`src/rtl/core/qs_pkg.sv`:
```
// ----------------------------------------------------------------------------
// qs_pkg - shared types and constants of the quicksort engine
// Command/status bundles between controller and datapath, sizes, register map.
// ----------------------------------------------------------------------------
`default_nettype none

package qs_pkg;

  localparam int unsigned MAX_ITEMS_DEF = 64;
  localparam int unsigned DATA_W        = 32;
  localparam int unsigned APB_ADDR_W    = 3;
  localparam int unsigned APB_DATA_W    = 32;

  // register index field of paddr (word address)
  localparam logic [APB_ADDR_W-3:0] REG_SORT_DESC = '0;

  typedef enum logic [3:0] {
    OP_NONE,
    OP_LOAD,    // store incoming beat
    OP_INIT,    // push the whole batch range
    OP_POP,     // read top of range stack
    OP_POPW,    // latch lo/hi, fetch pivot
    OP_PIV,     // latch pivot, fetch first element
    OP_SCAN,    // compare element against pivot
    OP_SWAP1,   // write element[place] to j
    OP_SWAP2,   // write old element[j] to place
    OP_FINRD,   // fetch element[place]
    OP_FIN1,    // write it to hi
    OP_FIN2,    // write pivot to place
    OP_PUSHL,   // push left sub-range
    OP_PUSHR,   // push right sub-range
    OP_EMITRD,  // fetch element k
    OP_EMITLD   // load output register
  } qs_op_e;

  typedef struct packed {
    qs_op_e op;
  } qs_cmd_t;

  typedef struct packed {
    logic count_ge2;
    logic scan_left;
    logic scan_same;
    logic scan_end;
    logic stack_empty;
    logic out_free;
    logic emit_last;
  } qs_status_t;

endpackage

`default_nettype wire

```
`src/rtl/core/quicksort_engine.sv`:
```
// ----------------------------------------------------------------------------
// quicksort_engine - batch sorter for signed 32-bit values
// Top level: APB register, controller and datapath.
// ----------------------------------------------------------------------------
// Collects a batch of signed 32-bit values, one per input beat, into an
// on-chip element RAM of MAX_ITEMS entries. The beat flagged last_item_i
// kicks off an in-place quicksort (Lomuto partition, last element of each
// range as pivot) driven by an explicit range stack held in a second RAM.
// When done, the batch streams out one value per output beat, last_result_o
// on the final one. Beats beyond MAX_ITEMS are dropped and overflow_flag_o
// is raised on every result of that batch; a dropped beat flagged last
// still starts the sort. sort_descending (register 0, bit 0) picks the
// order; write it only while the block is idle.
// Loading accepts one beat per cycle while idle. Per partitioned range,
// the sort pops the range and fetches its pivot, scans each element
// against it, swaps each element that goes left, then places the pivot
// and pushes the sub-ranges; the element RAM's single read port and
// single write port (one read, one write a cycle) set this pace. Emission
// fetches each result and loads it once the output register is free. One
// batch is processed at a time; input is accepted again once the last
// result is in the output register. No clearing pass is needed after reset.
// ----------------------------------------------------------------------------
`default_nettype none

module quicksort_engine #(
  parameter int unsigned MAX_ITEMS = qs_pkg::MAX_ITEMS_DEF
) (
  input  wire logic                                clk_i,
  input  wire logic                                rst_ni,
  // configuration
  input  wire logic                                psel,
  input  wire logic                                penable,
  input  wire logic                                pwrite,
  input  wire logic [qs_pkg::APB_ADDR_W-1:0]       paddr,
  input  wire logic [qs_pkg::APB_DATA_W-1:0]       pwdata,
  output      logic [qs_pkg::APB_DATA_W-1:0]       prdata,
  output      logic                                pready,
  // input beats
  input  wire logic                                in_valid_i,
  output      logic                                in_ready_o,
  input  wire logic signed [qs_pkg::DATA_W-1:0]    item_value_i,
  input  wire logic                                last_item_i,
  // result beats
  output      logic                                out_valid_o,
  input  wire logic                                out_ready_i,
  output      logic signed [qs_pkg::DATA_W-1:0]    sorted_value_o,
  output      logic                                last_result_o,
  output      logic                                overflow_flag_o
);
  import qs_pkg::*;

  logic       sort_desc_q;
  logic       reg_hit;
  qs_cmd_t    cmd;
  qs_status_t status;

  // register 0 sits at byte addresses 0..3
  assign reg_hit = (paddr[APB_ADDR_W-1:2] == REG_SORT_DESC);
  assign pready  = 1'b1;
  assign prdata  = reg_hit ? APB_DATA_W'(sort_desc_q) : '0;

  always_ff @(posedge clk_i or negedge rst_ni) begin
    if (!rst_ni) begin
      sort_desc_q <= 1'b0;
    end else if (psel && penable && pwrite && pready && reg_hit) begin
      sort_desc_q <= pwdata[0];
    end
  end

  qs_ctrl u_ctrl (
    .clk_i       (clk_i),
    .rst_ni      (rst_ni),
    .in_valid_i  (in_valid_i),
    .last_item_i (last_item_i),
    .in_ready_o  (in_ready_o),
    .status_i    (status),
    .cmd_o       (cmd)
  );

  qs_datapath #(.MAX_ITEMS(MAX_ITEMS)) u_datapath (
    .clk_i           (clk_i),
    .rst_ni          (rst_ni),
    .cmd_i           (cmd),
    .status_o        (status),
    .sort_desc_i     (sort_desc_q),
    .item_value_i    (item_value_i),
    .sorted_value_o  (sorted_value_o),
    .last_result_o   (last_result_o),
    .overflow_flag_o (overflow_flag_o),
    .out_valid_o     (out_valid_o),
    .out_ready_i     (out_ready_i)
  );

endmodule

`default_nettype wire

```
`src/rtl/core/qs_ram.sv`:
```
// ----------------------------------------------------------------------------
// qs_ram - generic simple dual-port RAM
// One write port, one read port, registered read data, no reset.
// ----------------------------------------------------------------------------
`default_nettype none

module qs_ram #(
  parameter int unsigned WIDTH = 32,
  parameter int unsigned DEPTH = 64
) (
  input  wire logic                     clk_i,
  input  wire logic                     we_i,
  input  wire logic [$clog2(DEPTH)-1:0] waddr_i,
  input  wire logic [WIDTH-1:0]         wdata_i,
  input  wire logic [$clog2(DEPTH)-1:0] raddr_i,
  output      logic [WIDTH-1:0]         rdata_o
);

  logic [WIDTH-1:0] mem_q [DEPTH];

  always_ff @(posedge clk_i) begin
    if (we_i) begin
      mem_q[waddr_i] <= wdata_i;
    end
    rdata_o <= mem_q[raddr_i];
  end

endmodule

`default_nettype wire

```
`src/rtl/core/qs_ctrl.sv`:
```
// ----------------------------------------------------------------------------
// qs_ctrl - sequencer of the quicksort engine
// Walks load, partition loop, range stack handling and emission.
// ----------------------------------------------------------------------------
`default_nettype none

module qs_ctrl (
  input  wire logic               clk_i,
  input  wire logic               rst_ni,
  input  wire logic               in_valid_i,
  input  wire logic               last_item_i,
  output      logic               in_ready_o,
  input  wire qs_pkg::qs_status_t status_i,
  output      qs_pkg::qs_cmd_t    cmd_o
);
  import qs_pkg::*;

  localparam logic [3:0] S_IDLE   = 4'd0;
  localparam logic [3:0] S_INIT   = 4'd1;
  localparam logic [3:0] S_POP    = 4'd2;
  localparam logic [3:0] S_POPW   = 4'd3;
  localparam logic [3:0] S_PIV    = 4'd4;
  localparam logic [3:0] S_SCAN   = 4'd5;
  localparam logic [3:0] S_SWAP1  = 4'd6;
  localparam logic [3:0] S_SWAP2  = 4'd7;
  localparam logic [3:0] S_FINRD  = 4'd8;
  localparam logic [3:0] S_FIN1   = 4'd9;
  localparam logic [3:0] S_FIN2   = 4'd10;
  localparam logic [3:0] S_PUSHL  = 4'd11;
  localparam logic [3:0] S_PUSHR  = 4'd12;
  localparam logic [3:0] S_NEXT   = 4'd13;
  localparam logic [3:0] S_EMITRD = 4'd14;
  localparam logic [3:0] S_EMITLD = 4'd15;

  logic [3:0] state_q, state_d;

  always_comb begin
    state_d    = state_q;
    cmd_o.op   = OP_NONE;
    in_ready_o = 1'b0;
    unique case (state_q)
      S_IDLE: begin
        in_ready_o = 1'b1;
        if (in_valid_i) begin
          cmd_o.op = OP_LOAD;
          if (last_item_i) state_d = S_INIT;
        end
      end
      S_INIT: begin
        cmd_o.op = OP_INIT;
        state_d  = status_i.count_ge2 ? S_POP : S_EMITRD;
      end
      S_POP: begin
        cmd_o.op = OP_POP;
        state_d  = S_POPW;
      end
      S_POPW: begin
        cmd_o.op = OP_POPW;
        state_d  = S_PIV;
      end
      S_PIV: begin
        cmd_o.op = OP_PIV;
        state_d  = S_SCAN;
      end
      S_SCAN: begin
        cmd_o.op = OP_SCAN;
        if (status_i.scan_left && !status_i.scan_same) state_d = S_SWAP1;
        else if (status_i.scan_end)                     state_d = S_FINRD;
      end
      S_SWAP1: begin
        cmd_o.op = OP_SWAP1;
        state_d  = S_SWAP2;
      end
      S_SWAP2: begin
        cmd_o.op = OP_SWAP2;
        state_d  = status_i.scan_end ? S_FINRD : S_SCAN;
      end
      S_FINRD: begin
        cmd_o.op = OP_FINRD;
        state_d  = S_FIN1;
      end
      S_FIN1: begin
        cmd_o.op = OP_FIN1;
        state_d  = S_FIN2;
      end
      S_FIN2: begin
        cmd_o.op = OP_FIN2;
        state_d  = S_PUSHL;
      end
      S_PUSHL: begin
        cmd_o.op = OP_PUSHL;
        state_d  = S_PUSHR;
      end
      S_PUSHR: begin
        cmd_o.op = OP_PUSHR;
        state_d  = S_NEXT;
      end
      S_NEXT: begin
        state_d = status_i.stack_empty ? S_EMITRD : S_POP;
      end
      S_EMITRD: begin
        cmd_o.op = OP_EMITRD;
        state_d  = S_EMITLD;
      end
      S_EMITLD: begin
        cmd_o.op = OP_EMITLD;
        if (status_i.out_free) state_d = status_i.emit_last ? S_IDLE : S_EMITRD;
      end
      default: state_d = S_IDLE;
    endcase
  end

  always_ff @(posedge clk_i or negedge rst_ni) begin
    if (!rst_ni) begin
      state_q <= S_IDLE;
    end else begin
      state_q <= state_d;
    end
  end

endmodule

`default_nettype wire

```
`src/rtl/core/qs_datapath.sv`:
```
// ----------------------------------------------------------------------------
// qs_datapath - storage and arithmetic of the quicksort engine
// Element RAM, range stack RAM, partition indices, output register.
// ----------------------------------------------------------------------------
`default_nettype none

module qs_datapath #(
  parameter int unsigned MAX_ITEMS = qs_pkg::MAX_ITEMS_DEF
) (
  input  wire logic                              clk_i,
  input  wire logic                              rst_ni,
  input  wire qs_pkg::qs_cmd_t                   cmd_i,
  output      qs_pkg::qs_status_t                status_o,
  input  wire logic                              sort_desc_i,
  input  wire logic signed [qs_pkg::DATA_W-1:0]  item_value_i,
  output      logic signed [qs_pkg::DATA_W-1:0]  sorted_value_o,
  output      logic                              last_result_o,
  output      logic                              overflow_flag_o,
  output      logic                              out_valid_o,
  input  wire logic                              out_ready_i
);
  import qs_pkg::*;

  localparam int unsigned AW = (MAX_ITEMS > 1) ? $clog2(MAX_ITEMS) : 1;
  localparam int unsigned CW = $clog2(MAX_ITEMS + 1);
  localparam int unsigned SW = 2 * AW;
  localparam logic [CW-1:0] MaxCount = CW'(MAX_ITEMS);

  // control state
  logic [CW-1:0] count_q, sp_q;
  logic          dropped_q, out_valid_q;
  logic [AW-1:0] k_q;

  // partition payload
  logic [AW-1:0]              lo_q, hi_q, j_q, place_q;
  logic signed [DATA_W-1:0]   pivot_q, a_q;

  // RAM ports
  logic                       el_we;
  logic [AW-1:0]              el_waddr, el_raddr;
  logic signed [DATA_W-1:0]   el_wdata, el_rdata;
  logic                       st_we;
  logic [AW-1:0]              st_waddr, st_raddr;
  logic [SW-1:0]              st_wdata, st_rdata;

  logic [AW-1:0] j_next, left_hi, right_lo;
  logic [CW-1:0] count_m1, sp_m1;
  logic          goes_left, push_l, push_r, out_free, emit_last, count_ge2, scan_same;

  qs_ram #(.WIDTH(DATA_W), .DEPTH(MAX_ITEMS)) u_elem_ram (
    .clk_i   (clk_i),
    .we_i    (el_we),
    .waddr_i (el_waddr),
    .wdata_i (el_wdata),
    .raddr_i (el_raddr),
    .rdata_o (el_rdata)
  );

  qs_ram #(.WIDTH(SW), .DEPTH(MAX_ITEMS)) u_stack_ram (
    .clk_i   (clk_i),
    .we_i    (st_we),
    .waddr_i (st_waddr),
    .wdata_i (st_wdata),
    .raddr_i (st_raddr),
    .rdata_o (st_rdata)
  );

  assign j_next    = j_q + AW'(1);
  assign left_hi   = place_q - AW'(1);
  assign right_lo  = place_q + AW'(1);
  assign count_m1  = count_q - CW'(1);
  assign sp_m1     = sp_q - CW'(1);
  assign goes_left = sort_desc_i ? (el_rdata >= pivot_q) : (el_rdata <= pivot_q);
  assign scan_same = (j_q == place_q);
  assign count_ge2 = (count_q >= CW'(2));
  assign out_free  = !out_valid_q || out_ready_i;
  assign emit_last = (CW'(k_q) == count_m1);
  // only ranges of two or more elements go on the stack
  assign push_l    = (CW'(place_q) > (CW'(lo_q) + CW'(1))) && (sp_q < MaxCount);
  assign push_r    = ((CW'(place_q) + CW'(1)) < CW'(hi_q)) && (sp_q < MaxCount);

  always_comb begin
    status_o.count_ge2   = count_ge2;
    status_o.scan_left   = goes_left;
    status_o.scan_same   = scan_same;
    status_o.scan_end    = (j_next == hi_q);
    status_o.stack_empty = (sp_q == '0);
    status_o.out_free    = out_free;
    status_o.emit_last   = emit_last;
  end

  // RAM address/data steering
  always_comb begin
    el_we    = 1'b0;
    el_waddr = j_q;
    el_wdata = el_rdata;
    el_raddr = j_q;
    st_we    = 1'b0;
    st_waddr = sp_q[AW-1:0];
    st_wdata = {lo_q, hi_q};
    st_raddr = sp_m1[AW-1:0];
    unique case (cmd_i.op)
      OP_LOAD: begin
        el_we    = (count_q < MaxCount);
        el_waddr = count_q[AW-1:0];
        el_wdata = item_value_i;
      end
      OP_INIT: begin
        st_we    = count_ge2;
        st_waddr = '0;
        st_wdata = {AW'(0), count_m1[AW-1:0]};
      end
      OP_POP:   ;
      OP_POPW:  el_raddr = st_rdata[AW-1:0];
      OP_PIV:   el_raddr = lo_q;
      OP_SCAN:  el_raddr = (goes_left && !scan_same) ? place_q : j_next;
      OP_SWAP1: begin
        el_we    = 1'b1;
        el_waddr = j_q;
        el_wdata = el_rdata;
      end
      OP_SWAP2: begin
        el_we    = 1'b1;
        el_waddr = place_q;
        el_wdata = a_q;
        el_raddr = j_next;
      end
      OP_FINRD: el_raddr = place_q;
      OP_FIN1: begin
        el_we    = 1'b1;
        el_waddr = hi_q;
        el_wdata = el_rdata;
      end
      OP_FIN2: begin
        el_we    = 1'b1;
        el_waddr = place_q;
        el_wdata = pivot_q;
      end
      OP_PUSHL: begin
        st_we    = push_l;
        st_wdata = {lo_q, left_hi};
      end
      OP_PUSHR: begin
        st_we    = push_r;
        st_wdata = {right_lo, hi_q};
      end
      OP_EMITRD, OP_EMITLD: el_raddr = k_q;
      default: ;
    endcase
  end

  always_ff @(posedge clk_i or negedge rst_ni) begin
    if (!rst_ni) begin
      count_q     <= '0;
      sp_q        <= '0;
      dropped_q   <= 1'b0;
      out_valid_q <= 1'b0;
      k_q         <= '0;
    end else begin
      // a new beat loaded into a free register wins over the drain
      if ((cmd_i.op == OP_EMITLD) && out_free) begin
        out_valid_q <= 1'b1;
      end else if (out_ready_i) begin
        out_valid_q <= 1'b0;
      end
      unique case (cmd_i.op)
        OP_LOAD: begin
          if (count_q < MaxCount) count_q <= count_q + CW'(1);
          else                    dropped_q <= 1'b1;
        end
        OP_INIT: begin
          sp_q <= count_ge2 ? CW'(1) : '0;
          k_q  <= '0;
        end
        OP_POP:   sp_q <= sp_m1;
        OP_PUSHL: if (push_l) sp_q <= sp_q + CW'(1);
        OP_PUSHR: if (push_r) sp_q <= sp_q + CW'(1);
        OP_EMITLD: begin
          if (out_free) begin
            if (emit_last) begin
              count_q   <= '0;
              dropped_q <= 1'b0;
            end else begin
              k_q <= k_q + AW'(1);
            end
          end
        end
        default: ;
      endcase
    end
  end

  always_ff @(posedge clk_i) begin
    unique case (cmd_i.op)
      OP_POPW: begin
        lo_q <= st_rdata[SW-1:AW];
        hi_q <= st_rdata[AW-1:0];
      end
      OP_PIV: begin
        pivot_q <= el_rdata;
        j_q     <= lo_q;
        place_q <= lo_q;
      end
      OP_SCAN: begin
        if (goes_left && !scan_same) begin
          a_q <= el_rdata;
        end else begin
          if (goes_left) place_q <= place_q + AW'(1);
          j_q <= j_next;
        end
      end
      OP_SWAP2: begin
        place_q <= place_q + AW'(1);
        j_q     <= j_next;
      end
      OP_EMITLD: begin
        if (out_free) begin
          sorted_value_o  <= el_rdata;
          last_result_o   <= emit_last;
          overflow_flag_o <= dropped_q;
        end
      end
      default: ;
    endcase
  end

  assign out_valid_o = out_valid_q;

endmodule

`default_nettype wire

```
`config.mk`:
```
export PLATFORM = sky130hd
export DESIGN_NAME = quicksort_engine
export DESIGN_NICKNAME = d
export VERILOG_FILES = /design/src/rtl/core/qs_pkg.sv /design/src/rtl/core/quicksort_engine.sv /design/src/rtl/core/qs_ram.sv /design/src/rtl/core/qs_ctrl.sv /design/src/rtl/core/qs_datapath.sv
export SDC_FILE = /design/constraint.sdc
export NUM_CORES = 2
export LEC_CHECK = 0
export BUFFER_PORTS_ARGS = -buffer_cell sky130_fd_sc_hd__buf_4
export CAP_MARGIN = 20
export CORE_AREA = 2 2 526 919
export CTS_BUF_LIST = sky130_fd_sc_hd__clkbuf_8
export CTS_CLUSTER_SIZE = 24
export DETAILED_ROUTE_END_ITERATION = 8
export DIE_AREA = 0 0 528 921
export REMOVE_ABC_BUFFERS = 1
export SLEW_MARGIN = 25
export SYNTH_ARGS = -nofsm -noshare
export SYNTH_HDL_FRONTEND = slang
export SYNTH_SLANG_ARGS = --single-unit
```
`constraint.sdc`:
```
create_clock -name clk_i -period 8.2 [get_ports clk_i]
set_input_delay 0 -clock clk_i [delete_from_list [all_inputs] [get_ports clk_i]]
set_output_delay 0 -clock clk_i [all_outputs]
set_load 0.01 [all_outputs]
```
# [After elaboration in Yosys (flattened, before gate mapping)]
# Memories as Yosys holds them, arrays and structs flattened. A register that Yosys moved wholly into a read port is not among the register bits.
# Index checks and enable logic that the tools add are counted.
[op_classes] addsub=10 n_lt_le_gt_ge=7 eq_ne=46 mux=49 bitwise_logic=1 reduce_logical=29
[op_table] cell="32-bit one-hot mux with 3 select lines" n=1
[op_table] cell="4-bit == test, second input constant" n=16
[op_table] cell="4-bit one-hot mux with 16 select lines" n=1
[op_table] cell="4-bit one-hot mux with 15 select lines" n=1
[op_table] cell="6-bit one-hot mux with 3 select lines" n=3
[op_table] cell="6-bit 2-to-1 mux" n=7
[op_table] cell="4-bit 2-to-1 mux" n=9
[op_table] cell="12-bit one-hot mux with 3 select lines" n=1
[op_table] cell="6-bit one-hot mux with 6 select lines" n=1
[op_table] cell="7-bit 2-to-1 mux" n=5
[op_table] cell="4-bit by 3-bit == test with 1-bit output, second input constant" n=8
[op_table] cell="32-bit >= comparator" n=1
[op_table] cell="32-bit less-or-equal comparator" n=1
[op_table] cell="7-bit one-hot mux with 4 select lines" n=1
[op_table] cell="6-bit by 1-bit adder with 6-bit output, second input constant" n=3
[op_table] cell="4-bit by 2-bit == test with 1-bit output, second input constant" n=4
[op_table] cell="6-bit by 1-bit adder with 7-bit output, second input constant" n=2
[op_table] cell="7-bit by 1-bit adder with 7-bit output, second input constant" n=2
[op_table] cell="7-bit < comparator, second input constant" n=2
[op_table] cell="1-bit 2-to-1 mux" n=14
[op_table] cell="7-bit one-hot mux with 2 select lines" n=1
[op_table] cell="7-bit by 1-bit subtractor with 7-bit output, second input constant" n=2
[op_table] cell="6-bit == test" n=2
[op_table] cell="2-bit by 1-bit inequality test with 1-bit output, second input constant" n=6
[op_table] cell="other kinds (25)" n=48
[word_totals] ff_bits=149 ramBits=2816 inputBits=75 out_inout_bits=69 mem_count=2
[mem_list] memory="u_datapath.u_elem_ram.mem_q" words=64 width=32 rd=1 rd_clocked_by_memory_dff=1 wr=1 line_no="qs_ram.sv:19" rtl="logic [WIDTH-1:0] mem_q [DEPTH];"
[mem_list] memory="u_datapath.u_stack_ram.mem_q" words=64 width=12 rd=1 rd_clocked_by_memory_dff=1 wr=1 line_no="qs_ram.sv:19"

# [Longest topological paths before layout]
[logic_depth] depth_word=7 depth_mapped=20 ltp_nobuf=15

# [By module]
# Synthesis repeated with hierarchy kept, for this count alone.
[unflattened] hier_cells=5620 hier_area_um2=117784.2
[by_module_without_submodules] module="qs_ram (u_datapath.u_elem_ram)" instances=1 cells_each=3324 area_per_inst_um2=78515.3
[by_module_without_submodules] module="qs_ram (u_datapath.u_stack_ram)" instances=1 cells_each=1339 area_per_inst_um2=29851.1
[by_module_without_submodules] module="qs_datapath" instances=1 cells_each=867 area_per_inst_um2=8719.6
[by_module_without_submodules] module="qs_ctrl" instances=1 cells_each=52 area_per_inst_um2=396.6
[by_module_without_submodules] module="quicksort_engine" instances=1 cells_each=38 area_per_inst_um2=301.5

# [Worst setup path after synthesis]
# Ideal clock, no wire load.
[synth_path] path_type="register to register" from="register u_ctrl.state_q[3]" to="memory u_datapath.u_elem_ram.mem_q[0][10] (data pin)" setup_ns=0.701 arrival_ns=4.316 setup_slack_ns=3.182 stages_incl_launch_ff=11 path_buffers=5 period_less_slack_ns=5.018 path_cell_list="dfrtp_1 buf_2 nand2b_1 clkbuf_1 or2_2 clkbuf_1 o21ai_0 and2_1 clkbuf_1 clkbuf_1 o21ai_0"
[synth_via] elab_chain_cells=4 word_cells_on_any_way=20 classes_between="eq/ne (17); mux (2); reduce/logical (1)"
[synth_lines] element="start: declaration" line_no="qs_ctrl.sv:35" rtl="logic [3:0] state_q, state_d;"
[synth_lines] element="start signal: assignment" line_no="qs_ctrl.sv:117" rtl="state_q <= state_d;"
[synth_lines] element="4-bit == test (tied with other cells)" line_no="qs_ctrl.sv:41" rtl="unique case (state_q)"
[synth_lines] element="4-bit one-hot mux with 15 select lines (*)" line_no="qs_ctrl.sv:41"
[synth_lines] element="4-bit == test / 4-bit by 1-bit == test with 1-bit output (equally long branches)" line_no="qs_datapath.sv:102" rtl="unique case (cmd_i.op)"
[synth_lines] element="32-bit one-hot mux with 3 select lines (*)" line_no="qs_datapath.sv:102"
[synth_lines] element="named net u_datapath.el_wdata[10]" line_no="qs_datapath.sv:41" rtl="logic signed [DATA_W-1:0] el_wdata, el_rdata;"
[synth_lines] element="end: declaration" line_no="qs_ram.sv:19"
# The timed path passes the listed nets; every way through them passes the cells marked *.

# [Worst setup path in the final report]
[layout_path] from="register u_datapath.u_elem_ram.rdata_o[31], read port of u_datapath.u_elem_ram.mem_q" to="register u_datapath.u_elem_ram.rdata_o[31], read port of u_datapath.u_elem_ram.mem_q"
[layout_via] elab_chain_cells=5 word_cells_on_any_way=6 classes_between="order compare (2); mux (3); reduce/logical (1)"
[layout_lines] element="start: declaration" line_no="qs_ram.sv:16" rtl="output logic [WIDTH-1:0] rdata_o"
[layout_lines] element="32-bit less-or-equal comparator / 32-bit >= comparator (equally long branches)" line_no="qs_datapath.sv:73" rtl="assign goes_left = sort_desc_i ? (el_rdata >= pivot_q) : (el_rdata <= pivot_q);"
[layout_lines] element="1-bit 2-to-1 mux (*)" line_no="qs_datapath.sv:73"
[layout_lines] element="1-bit logical AND (*)" line_no="qs_datapath.sv:116" rtl="OP_SCAN: el_raddr = (goes_left && !scan_same) ? place_q : j_next;"
[layout_lines] element="6-bit 2-to-1 mux (*)" line_no="qs_datapath.sv:116"
[layout_lines] element="6-bit one-hot mux with 6 select lines (*)" line_no="qs_datapath.sv:102"
# Mark *: on every way between the ends. The rest lies on a longest branch, timed or not.
# A chain may end at the register's enable or synchronous reset.

==> impl_metrics.yaml <==
status:
  run_status: "finished, final reports clean"
synth:
  synth-main-ff-cell: "edfxtp_1"
  synth_compound_area_share_pct: 4.82
  synth_top_family_by_area: "simple AND/OR/NAND/NOR gates"
  synthMuxAreaShare_pct: 7.34
  synth_fa_ha_area_share_pct: 0.556
  async_flop_share_pct: 0.897
  ys_top_cells_by_area: "edfxtp_1, mux4_2, nand2_1"
  synth_common_cells: "edfxtp_1, nand2_1, nand3_1, mux4_2, clkbuf_1"
  synth_top_area_share_pct: 73.9
  synth_cells: 7680
  synth_most_common_cell: "edfxtp_1"
  synth-simple-area-share_pct: 9.58
  yosysWarnings: 0
  avgSynthCellArea_um2: 15.5
  yosys.area.top_type: "edfxtp_1"
  synth_cell_types: 77
  synth.ff_latch_count: 3009
  synth_edf_count: 2938
  ys_seq_area_share_pct: 75.2
  netlist_area_mm2: 0.119
  synth_xor_area_share_pct: 0.382
grt:
  gr-usage-met1_pct: 15.4
  grt_pass1_vias: 70100
  grt-busiest-layer: "met2"
  use_met2_pct: 25.9
  grtUsageTotal_pct: 14.6
  grt_overflow: 0
  antenna_found_initial: 39
  grt_first_pass_wirelength_um: 515000
  grt_start_max_net_pins: 132
  met3_usage_pct: 2.73
final_layout:
  syn2layout_area_growth_pct: 15.4
  final-seq-area_mm2: 0.0898
  drive_gt1_share_pct: 16.8
  fin_nets: 8165
  stdcell_count: 14600
  fillers: 47700
  multi_input_area_mm2: 0.0285
  fin_util_pct: 28.8
clocking:
  htreeDepth: 5
  root_buffer: "clkbuf_8"
  cts.sinks: 3009
  post_cts_resized: 0
  ctsLongestPathBuffers: 4
  cts_setup_buffers: 0
  cts_buffers: 424
  clkSlewWorstSetupHoldPaths_ns: 0.07
  clk_latency_ns: 1.07
  cts_tree: "built"
sta:
  fin_skew_ns: 0.125
  tightest_slew_ns: 1.24
  final.period_utilization_pct: 75.3
  slew_viol_final: 0
  rsz0062_at_grt: "false"
  relSlewSlack_pct: 16.5
  hold_violations: 0
  setup_viol: 0
  period_needed_ns: 6.18
  fmax_mhz: 162
floorplan:
  initial_core_util_pct: 24.9
  die_h_um: 921
  num_io_pins: 144
  die_w_um: 528
  dieArea_mm2: 0.486
  core_region_area_mm2: 0.478
  rows: 336
setup_path:
  r2r_start: "u_datapath.u_elem_ram.rdata_o[31]$_DFF_P_"
  crit_required_ns: 9.15
  critPathLaunch: "u_datapath.u_elem_ram.rdata_o[31]$_DFF_P_"
  r2r_end: "u_datapath.u_elem_ram.rdata_o[31]$_DFF_P_"
  rr_worst_depth: 13
  end_kind: "flip-flop"
  crit_type: "flip-flop to flip-flop"
  critical_path.startpoint_type: "flip-flop"
  rrSetupSlack_ns: 2.02
  cp_data_arrival_time_ns: 7.13
  path_max_fanout: 87
placed_design:
  place.gp.congestion: 0.867
  dp_hpwl_um: 222000
  place_inst: 13800
  port_buffers: 78
route:
  drt.antenna.violating_nets: 0
  route.detailed.drc: 0
  wl_per_cell_um: 25.2
  first_pass_iters: 7
  routed_wl_um: 369000
  vias: 70500
  vias_per_cell: 4.81
  drt_iter0_markers: 7736
hold_path:
  whs_endpoint: "u_datapath.u_elem_ram.mem_q[29][6]$_DFFE_PP_"
  hp-class: "input port to flip-flop"
  hold_depth: 4
  worstHoldStart: "item_value_i[6]"
flow_run:
  cap_violations: 0
==> layout by cell type (no fill, tap or decap), drive strengths merged, types with 12 or more instances in the layout <==
cell type / synthesis / final
ha: 53 / 53
xnor2: 31 / 31
bufinv: 0 / 12
nor2: 212 / 212
diode: 0 / 16
a32oi: 71 / 71
xor2: 21 / 21
a211oi: 30 / 30
nor2b: 13 / 13
dfxtp: 44 / 44
dfrtp: 27 / 27
a222oi: 38 / 38
nor4: 13 / 13
nor3: 43 / 43
a221oi: 42 / 42
a21oi: 198 / 198
a221o: 12 / 12
inv: 57 / 213
nand3: 683 / 683
edfxtp: 2938 / 2938
o21ai: 116 / 116
clkbuf: 223 / 453
and3: 36 / 36
clkinv: 0 / 140
o22ai: 23 / 23
nand2: 1600 / 1600
o211ai: 13 / 13
a2111oi: 21 / 21
buf: 279 / 383
a21o: 14 / 14
mux2i: 175 / 175
conb: 2 / 32
dlygate4sd3: 0 / 19
nand4: 34 / 34
a31oi: 115 / 115
and2: 25 / 25
a311oi: 20 / 20
mux4: 310 / 310
a32o: 19 / 19
==> sequential cells by signal (all words and copies together) (netlist names), 7 cells and up <==
signal,count
u_datapath.count_q,7
u_datapath.sp_q,7
u_datapath.sorted_value_o,32
u_datapath.u_elem_ram.rdata_o,32
u_datapath.pivot_q,32
u_datapath.u_elem_ram.mem_q,2048
u_datapath.a_q,32
u_datapath.u_stack_ram.mem_q,768
u_datapath.u_stack_ram.rdata_o,12
==> metal layers <==
layer / vias to the layer above / wire [um] / part of all wire [%]
li1: 30200 / - / -
met1: 36100 / 124000 / 34
met2: 3216 / 188000 / 51
met3: 938 / 27100 / 7.4
met4: 24 / 29700 / 8.1
met5: - / 161 / 0.044
==> timing repair <==
item	in CTS	in global routing
setup endpoints to repair	0	0
endpoints found under the hold margin	119	0
hold buffers	20	0
==> worst max-delay path: stages (launching register included) <==
cell and delay, ns:
dfxtp_1 0.63, ha_1 0.34, nand4_1 0.22, nor4_2 0.61
o31a_1 0.27, o211ai_1 0.19, a211oi_1 0.54, or2_4 0.66
buf_12 0.46, buf_4 0.44, mux4_2 0.42, a2111oi_0 0.54
a21oi_1 0.35, a32o_1 0.30
==> final cells by class <==
class	count	share of cell area (%)
Inverter	57	0.155
Multi-Input combinational cell	4142	20.7
Sequential cell	3009	65.2
Clock inverter	315	1.24
Clock buffer	452	4.52
Tap cell	6253	5.68
Timing Repair Buffer	403	2.49
Antenna cell	16	0.0291
==> metrics by stage <==
stage	worst slack, ns	hold slack [ns]	setup TNS [ns]	cell area, um^2
3_3_place_gp	1.79	-0.0184	0	129000
5_1_grt	1.67	0.0912	0	138000
3_5_place_dp	2.10	-0.0197	0	129000
6_report	2.02	0.0727	0	138000
2_1_floorplan	-21.02	-0.296	-1473.73	117000
4_1_cts	2.09	0.00417	0	138000
==> worst max path at each step <==
stage,end,cells past startpoint
after CTS,u_datapath.u_elem_ram.rdata_o[31]$_DFF_P_,13
after global placement,u_datapath.u_elem_ram.rdata_o[30]$_DFF_P_,12
after global routing,u_datapath.u_elem_ram.rdata_o[31]$_DFF_P_,13
after floorplan,u_datapath.u_elem_ram.rdata_o[19]$_DFF_P_,10
after detailed placement,u_datapath.u_elem_ram.rdata_o[31]$_DFF_P_,13
final,u_datapath.u_elem_ram.rdata_o[31]$_DFF_P_,13
==> cells by family (layout without fill, tap and decap cells) <==
group | Yosys count | in the layout
AOI/OAI and AO/OA | 826 | 826
xor gates and xnor gates | 52 | 52
adders and majority gates | 53 | 53
buffers and inverters | 559 | 1227
DFF | 3009 | 3009
muxes | 487 | 487
other | 2 | 48
and+or+nand+nor | 2692 | 2692
Power is not shown: default switching activity piles up to over one toggle a cycle in this logic, so the estimate is an artifact.
